File: src/hdl/utf8_codepoint_decoder_unit_defines.svh
// assertion macros for the decoder rtl top level
`ifndef UTF8_CODEPOINT_DECODER_UNIT_DEFINES_SVH
`define UTF8_CODEPOINT_DECODER_UNIT_DEFINES_SVH

// same-cycle implication, checked outside reset
`define UCD_ASSERT_SAME(lbl, ante, cons, msg) \
  lbl: assert property (@(posedge clk) disable iff (!rst_n) (ante) |-> (cons)) else $error(msg);

// next-cycle implication, checked outside reset
`define UCD_ASSERT_NEXT(lbl, ante, cons, msg) \
  lbl: assert property (@(posedge clk) disable iff (!rst_n) (ante) |=> (cons)) else $error(msg);

`endif

File: src/hdl/ucd_pkg.sv
// types, constants and lead byte classification for the utf-8 decoder
`default_nettype none

package ucd_pkg;

  typedef logic [7:0]  text_byte_t;
  typedef logic [20:0] codepoint_t;

  localparam text_byte_t ASCII_LIMIT = 8'h80;
  localparam text_byte_t TWO_MASK    = 8'hE0;
  localparam text_byte_t TWO_LEAD    = 8'hC0;
  localparam text_byte_t THREE_MASK  = 8'hF0;
  localparam text_byte_t THREE_LEAD  = 8'hE0;
  localparam text_byte_t FOUR_MASK   = 8'hF8;
  localparam text_byte_t FOUR_LEAD   = 8'hF0;

  // result queue between decode and output, depth a power of two
  localparam int QUEUE_DEPTH = 2;
  localparam int QPTR_W      = (QUEUE_DEPTH > 1) ? $clog2(QUEUE_DEPTH) : 1;
  localparam int QCNT_W      = $clog2(QUEUE_DEPTH + 1);

  typedef enum logic [2:0] {
    LEAD_ONE,
    LEAD_TWO,
    LEAD_THREE,
    LEAD_FOUR,
    LEAD_SKIP
  } lead_kind_t;

  // results of one request: cp0 always valid, cp1 valid when two is set
  typedef struct packed {
    codepoint_t cp0;
    codepoint_t cp1;
    logic       two;
  } job_t;

  function automatic lead_kind_t lead_kind(input text_byte_t b);
    lead_kind_t k;
    if (b < ASCII_LIMIT) begin
      k = LEAD_ONE;
    end else if ((b & TWO_MASK) == TWO_LEAD) begin
      k = LEAD_TWO;
    end else if ((b & THREE_MASK) == THREE_LEAD) begin
      k = LEAD_THREE;
    end else if ((b & FOUR_MASK) == FOUR_LEAD) begin
      k = LEAD_FOUR;
    end else begin
      k = LEAD_SKIP;
    end
    return k;
  endfunction

endpackage

`default_nettype wire

File: src/hdl/ucd_if.sv
// valid/ready channel interfaces for the byte input and codepoint output
`default_nettype none

interface ucd_in_if;
  import ucd_pkg::*;

  logic       valid;
  logic       ready;
  text_byte_t text_byte;
  logic       final_byte;

  modport source (output valid, output text_byte, output final_byte, input ready);
  modport sink   (input valid, input text_byte, input final_byte, output ready);
endinterface

interface ucd_out_if;
  import ucd_pkg::*;

  logic       valid;
  logic       ready;
  codepoint_t codepoint;
  logic       run_end;

  modport source (output valid, output codepoint, output run_end, input ready);
  modport sink   (input valid, input codepoint, input run_end, output ready);
endinterface

`default_nettype wire

File: src/hdl/utf8_codepoint_decoder_unit.sv
// utf-8 decoder top level: byte input, codepoint output
// Takes one text byte per request and returns decoded codepoints, run_end set
// on the last codepoint a byte produces. A byte is accepted every cycle while
// the two-entry job queue has room; the front end decodes it in the cycle it
// is accepted. The output register sends one codepoint per cycle while the
// receiver is ready, so a byte that yields two codepoints (a text that ends
// inside a sequence) fills it twice. Each codepoint passes through the job
// queue and output register. Bytes that produce nothing never enter the queue.
`default_nettype none

`include "utf8_codepoint_decoder_unit_defines.svh"

module utf8_codepoint_decoder_unit (
  input  wire logic clk,
  input  wire logic rst_n,
  ucd_in_if.sink    in_ch,
  ucd_out_if.source out_ch
);
  import ucd_pkg::*;

  logic push;
  logic q_ready;
  logic q_valid;
  logic pop;
  job_t wr_job;
  job_t rd_job;

  ucd_front u_front (
    .clk     (clk),
    .rst_n   (rst_n),
    .in_ch   (in_ch),
    .q_ready (q_ready),
    .push    (push),
    .job     (wr_job)
  );

  ucd_queue u_queue (
    .clk     (clk),
    .rst_n   (rst_n),
    .push    (push),
    .wr_job  (wr_job),
    .q_ready (q_ready),
    .pop     (pop),
    .q_valid (q_valid),
    .rd_job  (rd_job)
  );

  ucd_back u_back (
    .clk     (clk),
    .rst_n   (rst_n),
    .q_valid (q_valid),
    .rd_job  (rd_job),
    .pop     (pop),
    .out_ch  (out_ch)
  );

  `UCD_ASSERT_SAME(a_no_zero_cp, out_ch.valid, out_ch.codepoint != '0, "zero codepoint sent")
  `UCD_ASSERT_NEXT(a_pair_follows, out_ch.valid && !out_ch.run_end, out_ch.valid, "second codepoint missing")
  `UCD_ASSERT_SAME(a_pair_queued, out_ch.valid && !out_ch.run_end, q_valid, "job popped before its second codepoint")

endmodule

`default_nettype wire

File: src/hdl/ucd_front.sv
// front end: accepts bytes, tracks the open sequence and forms result jobs
`default_nettype none

module ucd_front (
  input  wire logic        clk,
  input  wire logic        rst_n,
  ucd_in_if.sink           in_ch,
  input  wire logic        q_ready,
  output logic             push,
  output ucd_pkg::job_t    job
);
  import ucd_pkg::*;

  text_byte_t held0_r, held1_r, held2_r;
  text_byte_t held0_nxt, held1_nxt, held2_nxt;
  logic [1:0] cnt_r, cnt_nxt;
  logic [1:0] need_r, need_nxt;

  text_byte_t b;
  logic       fin;
  logic       accept;
  lead_kind_t kind;
  lead_kind_t k0;
  lead_kind_t k1;
  text_byte_t t0;
  logic       two_tail;
  codepoint_t seq;
  codepoint_t pair;
  codepoint_t cpa, cpb;
  logic       va, vb;
  logic [1:0] extra;

  assign b           = in_ch.text_byte;
  assign fin         = in_ch.final_byte;
  assign in_ch.ready = q_ready;
  assign accept      = in_ch.valid && q_ready;

  assign kind     = lead_kind(b);
  assign two_tail = (cnt_r >= 2'd2);
  assign t0       = two_tail ? held1_r : b;
  assign k0       = lead_kind(t0);
  assign k1       = kind;
  assign pair     = {10'b0, t0[4:0], b[5:0]};

  always_comb begin
    unique case (kind)
      LEAD_TWO:   extra = 2'd1;
      LEAD_THREE: extra = 2'd2;
      LEAD_FOUR:  extra = 2'd3;
      default:    extra = 2'd0;
    endcase
  end

  // whole sequence from held lead and continuations plus current byte
  always_comb begin
    unique case (cnt_r)
      2'd1:    seq = {10'b0, held0_r[4:0], b[5:0]};
      2'd2:    seq = {5'b0, held0_r[3:0], held1_r[5:0], b[5:0]};
      2'd3:    seq = {held0_r[2:0], held1_r[5:0], held2_r[5:0], b[5:0]};
      default: seq = '0;
    endcase
  end

  always_comb begin
    held0_nxt = held0_r;
    held1_nxt = held1_r;
    held2_nxt = held2_r;
    cnt_nxt   = cnt_r;
    need_nxt  = need_r;
    cpa       = '0;
    cpb       = '0;
    va        = 1'b0;
    vb        = 1'b0;
    if (need_r == 2'd0 || cnt_r == 2'd0) begin
      held0_nxt = '0;
      held1_nxt = '0;
      held2_nxt = '0;
      cnt_nxt   = '0;
      need_nxt  = '0;
      if (kind == LEAD_ONE) begin
        cpa = {13'b0, b};
        va  = (b != '0);
      end else if (kind != LEAD_SKIP && !fin) begin
        held0_nxt = b;
        cnt_nxt   = 2'd1;
        need_nxt  = extra;
      end
    end else if (need_r == 2'd1) begin
      cpa       = seq;
      va        = (seq != '0);
      held0_nxt = '0;
      held1_nxt = '0;
      held2_nxt = '0;
      cnt_nxt   = '0;
      need_nxt  = '0;
    end else if (fin || cnt_r == 2'd3) begin
      // text ends inside a sequence: lead dropped, rest decoded as leads
      if (!two_tail) begin
        cpa = {13'b0, b};
        va  = (k1 == LEAD_ONE) && (b != '0);
      end else if (k0 == LEAD_ONE) begin
        cpa = {13'b0, t0};
        va  = (t0 != '0);
        cpb = {13'b0, b};
        vb  = (k1 == LEAD_ONE) && (b != '0);
      end else if (k0 == LEAD_TWO) begin
        cpa = pair;
        va  = (pair != '0);
      end else begin
        cpb = {13'b0, b};
        vb  = (k1 == LEAD_ONE) && (b != '0);
      end
      held0_nxt = '0;
      held1_nxt = '0;
      held2_nxt = '0;
      cnt_nxt   = '0;
      need_nxt  = '0;
    end else begin
      if (cnt_r == 2'd1) begin
        held1_nxt = b;
      end else begin
        held2_nxt = b;
      end
      cnt_nxt  = cnt_r + 2'd1;
      need_nxt = need_r - 2'd1;
    end
    if (fin) begin
      held0_nxt = '0;
      held1_nxt = '0;
      held2_nxt = '0;
      cnt_nxt   = '0;
      need_nxt  = '0;
    end
  end

  assign job.cp0 = va ? cpa : cpb;
  assign job.cp1 = cpb;
  assign job.two = va && vb;
  assign push    = accept && (va || vb);

  always_ff @(posedge clk) begin
    if (!rst_n) begin
      held0_r <= '0;
      held1_r <= '0;
      held2_r <= '0;
      cnt_r   <= '0;
      need_r  <= '0;
    end else if (accept) begin
      held0_r <= held0_nxt;
      held1_r <= held1_nxt;
      held2_r <= held2_nxt;
      cnt_r   <= cnt_nxt;
      need_r  <= need_nxt;
    end
  end

endmodule

`default_nettype wire

File: src/hdl/ucd_queue.sv
// small job queue between the front end and the output sequencer
`default_nettype none

module ucd_queue (
  input  wire logic          clk,
  input  wire logic          rst_n,
  input  wire logic          push,
  input  wire ucd_pkg::job_t wr_job,
  output logic               q_ready,
  input  wire logic          pop,
  output logic               q_valid,
  output ucd_pkg::job_t      rd_job
);
  import ucd_pkg::*;

  job_t              mem_r [QUEUE_DEPTH];
  logic [QPTR_W-1:0] wr_ptr_r, rd_ptr_r;
  logic [QCNT_W-1:0] cnt_r, cnt_nxt;
  logic              do_push, do_pop;

  assign q_ready = (cnt_r != QCNT_W'(QUEUE_DEPTH));
  assign q_valid = (cnt_r != '0);
  assign rd_job  = mem_r[rd_ptr_r];
  assign do_push = push && q_ready;
  assign do_pop  = pop && q_valid;

  always_comb begin
    cnt_nxt = cnt_r;
    if (do_push && !do_pop) begin
      cnt_nxt = cnt_r + QCNT_W'(1);
    end else if (do_pop && !do_push) begin
      cnt_nxt = cnt_r - QCNT_W'(1);
    end
  end

  always_ff @(posedge clk) begin
    if (do_push) begin
      mem_r[wr_ptr_r] <= wr_job;
    end
  end

  always_ff @(posedge clk) begin
    if (!rst_n) begin
      wr_ptr_r <= '0;
      rd_ptr_r <= '0;
      cnt_r    <= '0;
    end else begin
      if (do_push) begin
        wr_ptr_r <= wr_ptr_r + QPTR_W'(1);
      end
      if (do_pop) begin
        rd_ptr_r <= rd_ptr_r + QPTR_W'(1);
      end
      cnt_r <= cnt_nxt;
    end
  end

endmodule

`default_nettype wire

File: src/hdl/ucd_back.sv
// back end: sends the one or two codepoints of each job through the output register
`default_nettype none

module ucd_back (
  input  wire logic          clk,
  input  wire logic          rst_n,
  input  wire logic          q_valid,
  input  wire ucd_pkg::job_t rd_job,
  output logic               pop,
  ucd_out_if.source          out_ch
);
  import ucd_pkg::*;

  logic       out_valid_r, out_valid_nxt;
  codepoint_t cp_r, cp_nxt;
  logic       run_end_r, run_end_nxt;
  logic       phase_r, phase_nxt;
  logic       load;

  assign load = q_valid && (!out_valid_r || out_ch.ready);

  always_comb begin
    out_valid_nxt = out_valid_r && !out_ch.ready;
    cp_nxt        = cp_r;
    run_end_nxt   = run_end_r;
    phase_nxt     = phase_r;
    pop           = 1'b0;
    if (load) begin
      out_valid_nxt = 1'b1;
      if (!phase_r) begin
        cp_nxt      = rd_job.cp0;
        run_end_nxt = !rd_job.two;
        phase_nxt   = rd_job.two;
        pop         = !rd_job.two;
      end else begin
        cp_nxt      = rd_job.cp1;
        run_end_nxt = 1'b1;
        phase_nxt   = 1'b0;
        pop         = 1'b1;
      end
    end
  end

  always_ff @(posedge clk) begin
    cp_r      <= cp_nxt;
    run_end_r <= run_end_nxt;
  end

  always_ff @(posedge clk) begin
    if (!rst_n) begin
      out_valid_r <= 1'b0;
      phase_r     <= 1'b0;
    end else begin
      out_valid_r <= out_valid_nxt;
      phase_r     <= phase_nxt;
    end
  end

  assign out_ch.valid     = out_valid_r;
  assign out_ch.codepoint = cp_r;
  assign out_ch.run_end   = run_end_r;

endmodule

`default_nettype wire

File: src/flat_wrapper.sv
// flat-port wrapper written by rule: the top's interface ports become plain ports
module utf8_codepoint_decoder_unit_flat import ucd_pkg::*;
  (clk, rst_n, in_ch_valid, in_ch_text_byte, in_ch_final_byte, in_ch_ready, out_ch_valid, out_ch_codepoint, out_ch_run_end, out_ch_ready);
  ucd_in_if in_ch_i ();
  ucd_out_if out_ch_i ();
  input  wire logic clk;
  input  wire logic rst_n;
  input wire logic [$bits(in_ch_i.valid)-1:0] in_ch_valid;
  input wire logic [$bits(in_ch_i.text_byte)-1:0] in_ch_text_byte;
  input wire logic [$bits(in_ch_i.final_byte)-1:0] in_ch_final_byte;
  output wire logic [$bits(in_ch_i.ready)-1:0] in_ch_ready;
  output wire logic [$bits(out_ch_i.valid)-1:0] out_ch_valid;
  output wire logic [$bits(out_ch_i.codepoint)-1:0] out_ch_codepoint;
  output wire logic [$bits(out_ch_i.run_end)-1:0] out_ch_run_end;
  input wire logic [$bits(out_ch_i.ready)-1:0] out_ch_ready;
  assign in_ch_i.valid = in_ch_valid;
  assign in_ch_i.text_byte = in_ch_text_byte;
  assign in_ch_i.final_byte = in_ch_final_byte;
  assign in_ch_ready = in_ch_i.ready;
  assign out_ch_valid = out_ch_i.valid;
  assign out_ch_codepoint = out_ch_i.codepoint;
  assign out_ch_run_end = out_ch_i.run_end;
  assign out_ch_i.ready = out_ch_ready;
  utf8_codepoint_decoder_unit u_core (.clk(clk), .rst_n(rst_n), .in_ch(in_ch_i), .out_ch(out_ch_i));
endmodule
File: config.mk
export PLATFORM = sky130hd
export DESIGN_NAME = utf8_codepoint_decoder_unit_flat
export DESIGN_NICKNAME = d
export VERILOG_FILES = /design/src/hdl/ucd_pkg.sv /design/src/hdl/ucd_if.sv /design/src/hdl/utf8_codepoint_decoder_unit.sv /design/src/hdl/ucd_front.sv /design/src/hdl/ucd_queue.sv /design/src/hdl/ucd_back.sv /design/src/flat_wrapper.sv
export VERILOG_INCLUDE_DIRS = /design/src /design/src/hdl
export SDC_FILE = /design/constraint.sdc
export NUM_CORES = 1
export LEC_CHECK = 0
export ABC_AREA = 1
export BUFFER_PORTS_ARGS = -buffer_cell sky130_fd_sc_hd__buf_2
export CORE_ASPECT_RATIO = 1.5
export CORE_MARGIN = 2
export CORE_UTILIZATION = 35
export CTS_CLUSTER_SIZE = 16
export DETAILED_ROUTE_END_ITERATION = 10
export PLACE_DENSITY = 0.49
export SLEW_MARGIN = 20
export SYNTH_ARGS = -nofsm -noshare
export SYNTH_HDL_FRONTEND = slang
export SYNTH_SLANG_ARGS = --single-unit
export TNS_END_PERCENT = 1
File: constraint.sdc
create_clock -name clk -period 5.6 [get_ports clk]
set_input_delay 0.56 -clock clk [delete_from_list [all_inputs] [get_ports clk]]
set_output_delay 0.56 -clock clk [all_outputs]
set_load 0.03 [all_outputs]
==> results of run 1 <==
==> state kept, by name, indices dropped and copies added (netlist names), named ones only <==
signal,cells
u_core.u_back.out_ch.codepoint,21
u_core.u_back.out_ch.run_end,1
u_core.u_front.cnt_r,2
u_core.u_queue.cnt_r,2
u_core.u_back.phase_r,1
u_core.u_front.held2_r,6
u_core.u_front.need_r,2
u_core.u_queue.mem_r,60
u_core.u_front.held0_r,5
u_core.u_back.out_ch.valid,1
u_core.u_front.held1_r,8
u_core.u_queue.rd_ptr_r,1
u_core.u_queue.wr_ptr_r,1
==> cell usage after synthesis <==
cell type,instances
clkinv_1,1
o211ai_1,2
a31oi_1,5
o21ai_2,2
nand2_4,4
nor2_4,3
nor2_1,106
nand4_1,6
dfxtp_1,30
o21ai_0,66
nand2_1,107
buf_1,1
a32o_1,1
o2111ai_1,1
inv_2,1
nor4_1,1
buf_2,5
nand3_1,24
a21oi_1,24
nor3_1,11
o21ai_1,1
xor2_1,1
o221ai_1,7
buf_6,2
o22ai_1,8
inv_1,45
or2_2,1
clkbuf_1,13
a32oi_1,5
edfxtp_1,82
a211oi_1,3
buf_4,1
nand2_2,1
nor2_2,1
nand3_2,1
ha_1,8
==> logic make-up (layout without fill, tap and decap cells) <==
| family | count (synthesis) | count (layout) | share of synthesized area [%] |
|---|---|---|---|
| simple gates | 266 | 266 | 21.3 |
| compound gates | 125 | 125 | 13.5 |
| flops | 112 | 112 | 57.8 |
| buf+inv | 69 | 101 | 5.36 |
| fa+ha+maj | 8 | 8 | 1.89 |
| xor+xnor | 1 | 1 | 0.165 |
==> area by class of cell <==
class                   instances  area (sq um)  share of cell area (%)
flip-flops and latches        112          3060                    51.7
multi-input cells             400          1950                    33.0
well taps                     199           249                    4.20
clock buffers                   9           225                    3.80
repair buffers                 38           195                    3.29
inverters                      47           176                    2.98
clock inverters                 7          62.6                    1.06
==> cell usage in the layout, fill, tap and decap left out, types with 7 or more instances in the layout <==
| cell type | count |
|---|---|
| a21oi_1 | 24 |
| buf_2 | 36 |
| clkbuf_16 | 9 |
| dfxtp_1 | 30 |
| edfxtp_1 | 82 |
| ha_1 | 8 |
| inv_1 | 44 |
| nand2_1 | 107 |
| nand3_1 | 24 |
| nor2_1 | 105 |
| nor3_1 | 11 |
| o21ai_0 | 65 |
| o221ai_1 | 7 |
| o22ai_1 | 8 |
==> per-layer routing <==
metal / global-route usage (%) / wire, microns / vias up
li1: - / - / 2059
met1: 21.3 / 5810 / 1956
met2: 31.1 / 6970 / 133
met3: 2.57 / 575 / 44
met4: 11.6 / 880 / 0
met5: 0 / 0 / -
==> critical path, cell delays in order, from the launching register on <==
cell,delay [ns]
dfxtp_1,0.39
inv_1,0.25
ha_1,0.37
inv_1,0.28
nand2_1,0.23
nand2_1,0.07
nor2_1,0.11
nand3_1,0.09
nand2_1,0.33
nand4_1,0.23
nand2_1,0.21
inv_1,0.07
ha_1,0.31
a21oi_1,0.11
o21ai_0,0.11
o21ai_0,0.16
a21oi_1,0.06
==> where the power goes <==
group	internal (mW)	switching, mW
clock network	0.311	0.321
registers	1.10	0.0679
logic	0.174	0.520
total	1.58	0.910
==> stage by stage <==
stage	utilization, %	area [sq um]	setup slack [ns]
5_1_grt	39.7	5920	1.78
2_1_floorplan	-	5300	2.19
6_report	39.7	5920	2.11
3_3_place_gp	37.7	5640	2.02
3_5_place_dp	37.7	5640	2.15
4_1_cts	39.7	5920	2.12
==> worst paths after layout <==
check                               start                       to  slack (ns)  cells past startpoint
setup / recovery  u_core.u_front.cnt_r[1]  u_core.u_queue.cnt_r[1]        2.11                     16
setup reg to reg  u_core.u_front.cnt_r[1]  u_core.u_queue.cnt_r[1]        2.11                     16
hold / removal    u_core.u_queue.rd_ptr_r  u_core.u_queue.rd_ptr_r        0.48                      2
hold reg to reg   u_core.u_queue.rd_ptr_r  u_core.u_queue.rd_ptr_r        0.48                      2
==> impl_metrics.py, run 1 <==
metrics = {
    "outcome": {
        "run_status": "finished, final reports clean",
    },
    "clocking": {
        "post_cts.repair.setup_buffers": 0,
        "clk-insertion-delay-late_ns": 0.36,
        "cts.path.max_buffers": 2,
        "postCtsHoldBufs": 0,
        "post_cts_gate_resize_count": 0,
        "path_clk_slew_ns": 0.08,
        "cts_num_sinks": 112,
        "tritoncts": "built",
        "clock-root-buffer": "clkbuf_16",
        "cts-buffers-inserted": 9,
        "cts_max_level": 3,
    },
    "worst_setup_path": {
        "setup.worst_path.start_class": "register",
        "path_max_fanout": 15,
        "worst_ep_arrival_time_ns": 3.73,
        "data_required_time_of_the_critical_path_ns": 5.84,
        "endpoint_kind": "register",
        "worst_setup_path_class": "reg -> reg",
    },
    "logic_synthesis": {
        "fraction_of_the_yosys_area_taken_by_sequential_cells_pct": 57.8,
        "post_synthesis_net_count": 602,
        "synth_cells": 581,
        "ys_top_cells_by_area": "edfxtp_1 46%, dfxtp_1 11%, nand2_1 7.6%",
        "ys_ff_latch": 112,
        "yosys.area.top_type": "edfxtp_1",
        "yosys_warnings": 0,
        "synth.cell_area_sq_mm": 0.00530,
        "syn-mean-instance-area_sq_um": 9.12,
        "synthDominantCellAreaShare_pct": 46.5,
        "synthDistinctLibCells": 36,
    },
    "route": {
        "avgViaCountPerCell": 5.16,
        "detail_route.wl_per_cell_microns": 17.5,
        "totalWireLength_mm": 14.2,
        "detailed_routing_iterations_pass_1": 5,
        "initialDrtViolationCount": 250,
        "antenna_violating_nets_post_route": 0,
        "detail_route.drc_violations": 0,
        "vias": 4192,
    },
    "placed_design": {
        "dp.cells": 796,
        "place.gp.congestion": 0.959,
        "hpwl_mm": 10.3,
        "total_of_buffers_placed_on_input_and_output_ports": 36,
    },
    "sta": {
        "hold_slack_ns": 0.479,
        "fin_crit_share_pct": 62.3,
        "achievable-frequency_mhz": 287,
        "timing.clock.skew_ns": 0.0116,
        "finalSetupTns_ns": 0,
        "period_minus_slack_ns": 3.49,
        "tightestPinTransition_ns": 1.01,
        "maxSlewViolCount": 0,
        "relative_slew_margins_pct": 32.2,
        "rsz0062_at_grt": "false",
        "finalSetupViolCount": 0,
        "report.final.hold_viol_count": 0,
    },
    "global_route": {
        "grt_pass1_wl_mm": 22.6,
        "grt_antenna_before_repair": 0,
        "overall_overflow_remaining_after_global_route": 0,
        "globalRouteTotalUtil_pct": 18.2,
        "largest_net_degree_at_the_start_of_global_routing": 32,
        "vias_in_the_first_global_route": 4041,
    },
    "die": {
        "num_io_pins": 37,
        "start_util_pct": 35.5,
        "core-area_sq_mm": 0.0149,
        "fp.dieH_microns": 155,
        "dieArea_sq_mm": 0.0162,
        "std_cell_rows": 55,
        "floorplan.die.width_microns": 104,
    },
    "min_path": {
        "min_path_type": "reg -> reg",
    },
    "power": {
        "totalPowerFinal_mw": 2.49,
        "vdd_ir_drop_max_v": 0.000157,
        "p_leak_nw": 2.22,
        "power_per_cell_area_mw_per_mm2": 421,
    },
    "final_layout": {
        "layout_cells_sized_above_1_pct": 11.4,
        "insertedDiodeCount": 0,
        "fillerInstances": 1526,
        "layout-area-overhead-vs-synth_pct": 11.8,
        "finish.cell_count_without_fillers": 812,
        "design.final.nets": 629,
    },
    "job": {
        "maxCapViolations": 0,
    },
}
No activity file was read; power rests on OpenSTA's default activity.
==> inputs of run 2 (changes only) <==
- ABC_AREA: 1 -> 0
- clock period: 5.6 -> 3.3 ns (I/O delays scaled with it)
==> run 2 against run 1 <==
  * Core utilization rose by 1.8 points
  * Worst setup slack got worse by 1.9 ns
  * Combinational power rose by 65%
  * Sequential power rose by 64%
  * Hold slack got worse by 0.13 ns
  * Die area fell by 5.2%
  * First-iteration DRC count fell by 2.4%
  * Count of clock-buffer cells in the layout did not move
  * Critical path type unchanged
==> impl_metrics.py, run 2 <==
metrics = {
    "route": {
        "detail_route.wl_per_cell_microns": 18.1,
        "avgViaCountPerCell": 5.24,
        "detail_route.drc_violations": 0,
        "detailed_routing_iterations_pass_1": 6,
        "totalWireLength_mm": 11.7,
        "vias": 3382,
        "initialDrtViolationCount": 244,
        "antenna_violating_nets_post_route": 0,
    },
    "die": {
        "std_cell_rows": 53,
        "floorplan.die.width_microns": 102,
        "dieArea_sq_mm": 0.0153,
        "core-area_sq_mm": 0.0140,
        "num_io_pins": 37,
        "start_util_pct": 35.8,
        "fp.dieH_microns": 151,
    },
    "placed_design": {
        "dp.cells": 629,
        "post_placement_setup_slack_ns": 0.159,
        "place_area_sq_mm": 0.00548,
        "total_of_buffers_placed_on_input_and_output_ports": 36,
        "hpwl_mm": 8.28,
        "place.gp.congestion": 0.927,
    },
    "power": {
        "power.share.sequential_pct": 45.3,
        "power_switching_mw": 1.38,
        "p_int_mw": 2.81,
        "swShare_pct": 32.9,
        "power_frac_comb_pct": 27.5,
        "p_leak_nw": 2.08,
        "power.share.clock_pct": 27.2,
        "power_per_cell_area_mw_per_mm2": 721,
        "totalPowerFinal_mw": 4.19,
        "vdd_ir_drop_max_v": 0.000267,
    },
    "worst_setup_path": {
        "path_max_fanout": 10,
        "worst_setup_path_class": "reg -> reg",
        "worst_ep_arrival_time_ns": 3.42,
        "crit_end": "u_core.u_queue.cnt_r[1]",
        "data_required_time_of_the_critical_path_ns": 3.59,
        "endpoint_kind": "register",
        "regToRegEndpoint": "u_core.u_queue.cnt_r[1]",
        "worst_setup_path_startpoint": "u_core.u_front.cnt_r[1]",
        "reg2reg_slack_ns": 0.16,
        "r2r_start": "u_core.u_front.cnt_r[1]",
        "setup.worst_path.start_class": "register",
        "worstRegToRegCells": 10,
    },
    "sta": {
        "period_minus_slack_ns": 3.14,
        "report.final.hold_viol_count": 0,
        "relative_slew_margins_pct": 48.6,
        "setup_slack_ns": 0.162,
        "timing.clock.skew_ns": 0.00751,
        "hold_slack_ns": 0.344,
        "achievable-frequency_mhz": 319,
        "finalSetupViolCount": 0,
        "maxSlewViolCount": 0,
        "fin_crit_share_pct": 95.1,
        "finalSetupTns_ns": 0,
        "tightestPinTransition_ns": 0.766,
    },
    "logic_synthesis": {
        "synthDominantCellAreaShare_pct": 49.1,
        "fraction_of_the_yosys_area_taken_by_sequential_cells_pct": 61.1,
        "synthDistinctLibCells": 59,
        "top_count_cell_post_synth": "edfxtp_1",
        "synth-async-reset-ratio_pct": 0,
        "synth_cells": 408,
        "ys_top_cells_by_count": "82 x edfxtp_1, 70 x nor2_1, 30 x dfxtp_1",
        "synth_enable_flop_cells": 82,
        "ys_top_cells_by_area": "edfxtp_1 49%, dfxtp_1 12%, nor2_1 5.2%",
        "ys_dominant_reg_cell": "edfxtp_1",
        "yosys.area.top_type": "edfxtp_1",
        "post_synthesis_net_count": 429,
        "syn-mean-instance-area_sq_um": 12.3,
        "ys_ff_latch": 112,
        "yosys_warnings": 0,
        "synth.cell_area_sq_mm": 0.00501,
    },
    "global_route": {
        "grt_pass1_wl_mm": 18.4,
        "vias_in_the_first_global_route": 3306,
        "largest_net_degree_at_the_start_of_global_routing": 31,
        "overall_overflow_remaining_after_global_route": 0,
        "globalRouteTotalUtil_pct": 16.1,
        "grt_antenna_before_repair": 0,
    },
    "clocking": {
        "clk-insertion-delay-late_ns": 0.35,
        "cts_max_level": 3,
        "cts_num_sinks": 112,
        "cts.path.max_buffers": 2,
        "cts-buffers-inserted": 9,
        "clock-root-buffer": "clkbuf_16",
        "path_clk_slew_ns": 0.08,
        "tritoncts": "built",
        "postCtsHoldBufs": 0,
    },
    "final_layout": {
        "layout_common_cells": "82 x edfxtp_1, 69 x nor2_1, 36 x buf_2",
        "finish.cell_count_without_fillers": 646,
        "largest_register_ffs": 60,
        "insertedDiodeCount": 0,
        "postLayoutCellArea_sq_mm": 0.00581,
        "design.final.nets": 470,
        "layout_cells_sized_above_1_pct": 20.5,
        "final_common_cell": "edfxtp_1",
        "fin_util_pct": 41.5,
        "registers.top_by_ff_count": "u_core.u_queue.mem_r",
        "layout-area-overhead-vs-synth_pct": 15.8,
        "fillerInstances": 1335,
    },
    "outcome": {
        "run_status": "finished, final reports clean",
    },
    "min_path": {
        "min_path_type": "in -> reg",
        "min_delay_path_depth": 3,
    },
    "job": {
        "maxCapViolations": 0,
    },
}
[run 2: cell count changes after synthesis, moves of 6 or more]
cell | previous run | this run
mux4_2 | 0 | 8
mux2i_1 | 0 | 19
inv_1 | 45 | 11
o21ai_0 | 66 | 12
nand2_1 | 107 | 17
a22oi_1 | 0 | 22
nand3_1 | 24 | 8
a21oi_1 | 24 | 9
o22ai_1 | 8 | 1
nor2_1 | 106 | 70
a222oi_1 | 0 | 6
and2_1 | 0 | 9
o221ai_1 | 7 | 0
[run 2: final cells by class]
class / count / area, sq um / area share, %
Tap cell: 192 / 240 / 4.14
Timing Repair Buffer: 53 / 324 / 5.58
Multi-Input combinational cell: 262 / 1820 / 31.4
Clock inverter: 7 / 90.1 / 1.55
Clock buffer: 9 / 225 / 3.88
Sequential cell: 112 / 3060 / 52.7
Inverter: 11 / 41.3 / 0.711
[run 2: per-layer routing]
metal	vias to the layer above	track usage, %	part of all wire, %
met1	1644	20.2	42
met2	96	26.7	51
met5	-	0	0
met4	0	7.23	3.0
met3	22	3.34	3.9
li1	1620	-	-
[run 2: kinds of logic (layout without fill, tap and decap cells)]
| kind of cell | after synthesis | after routing | synth area share, % |
|---|---|---|---|
| AND/OR/NAND/NOR | 140 | 140 | 13.7 |
| flip-flops | 112 | 112 | 61.1 |
| buffers and inverters | 34 | 80 | 2.82 |
| adder cells (fa/ha/maj) | 8 | 8 | 2.00 |
| AO/OA/AOI/OAI | 84 | 84 | 12.5 |
| XOR/XNOR | 3 | 3 | 0.524 |
| multiplexers | 27 | 27 | 7.39 |
[run 2: power groups by stage]
stage	Combinational [mW]	Clock, mW	Sequential [mW]
floorplan	0.564	0	2.21
finish	1.15	1.14	1.90
detailed placement	1.17	0	1.93
global route	1.25	1.23	1.92
global placement	1.15	0	1.92
CTS	1.17	1.17	1.90
[run 2: worst min path at each step]
| stage | startpoint | end | slack [ns] |
|---|---|---|---|
| 6_report | in_ch_text_byte[6] | u_core.u_front.held1_r[6] | 0.34 |
| 5_1_grt | in_ch_text_byte[6] | u_core.u_front.held1_r[6] | 0.34 |
| 4_1_cts | in_ch_text_byte[6] | u_core.u_front.held1_r[6] | 0.33 |
| 3_5_place_dp | u_core.u_front.held0_r[4] | u_core.u_front.held0_r[4] | 0.46 |
| 3_3_place_gp | u_core.u_front.held0_r[4] | u_core.u_front.held0_r[4] | 0.46 |
| 2_1_floorplan | u_core.u_front.held0_r[4] | u_core.u_front.held0_r[4] | 0.43 |
[run 2: critical path: stages (launching register included)]
cell and delay [ns]:
dfxtp_1 0.43, inv_1 0.11, ha_2 0.25, a222oi_1 0.45, nand3_1 0.18, or3_4 0.38, a21oi_4 0.22, a31oi_1 0.16
ha_1 0.37, or3_1 0.38, a21oi_1 0.14
[run 2: what timing repair did]
item                                    4_1_cts  5_1_grt
setup buffers                                 0        1
resized for setup                             0        3
endpoints found under the setup margin        0       30
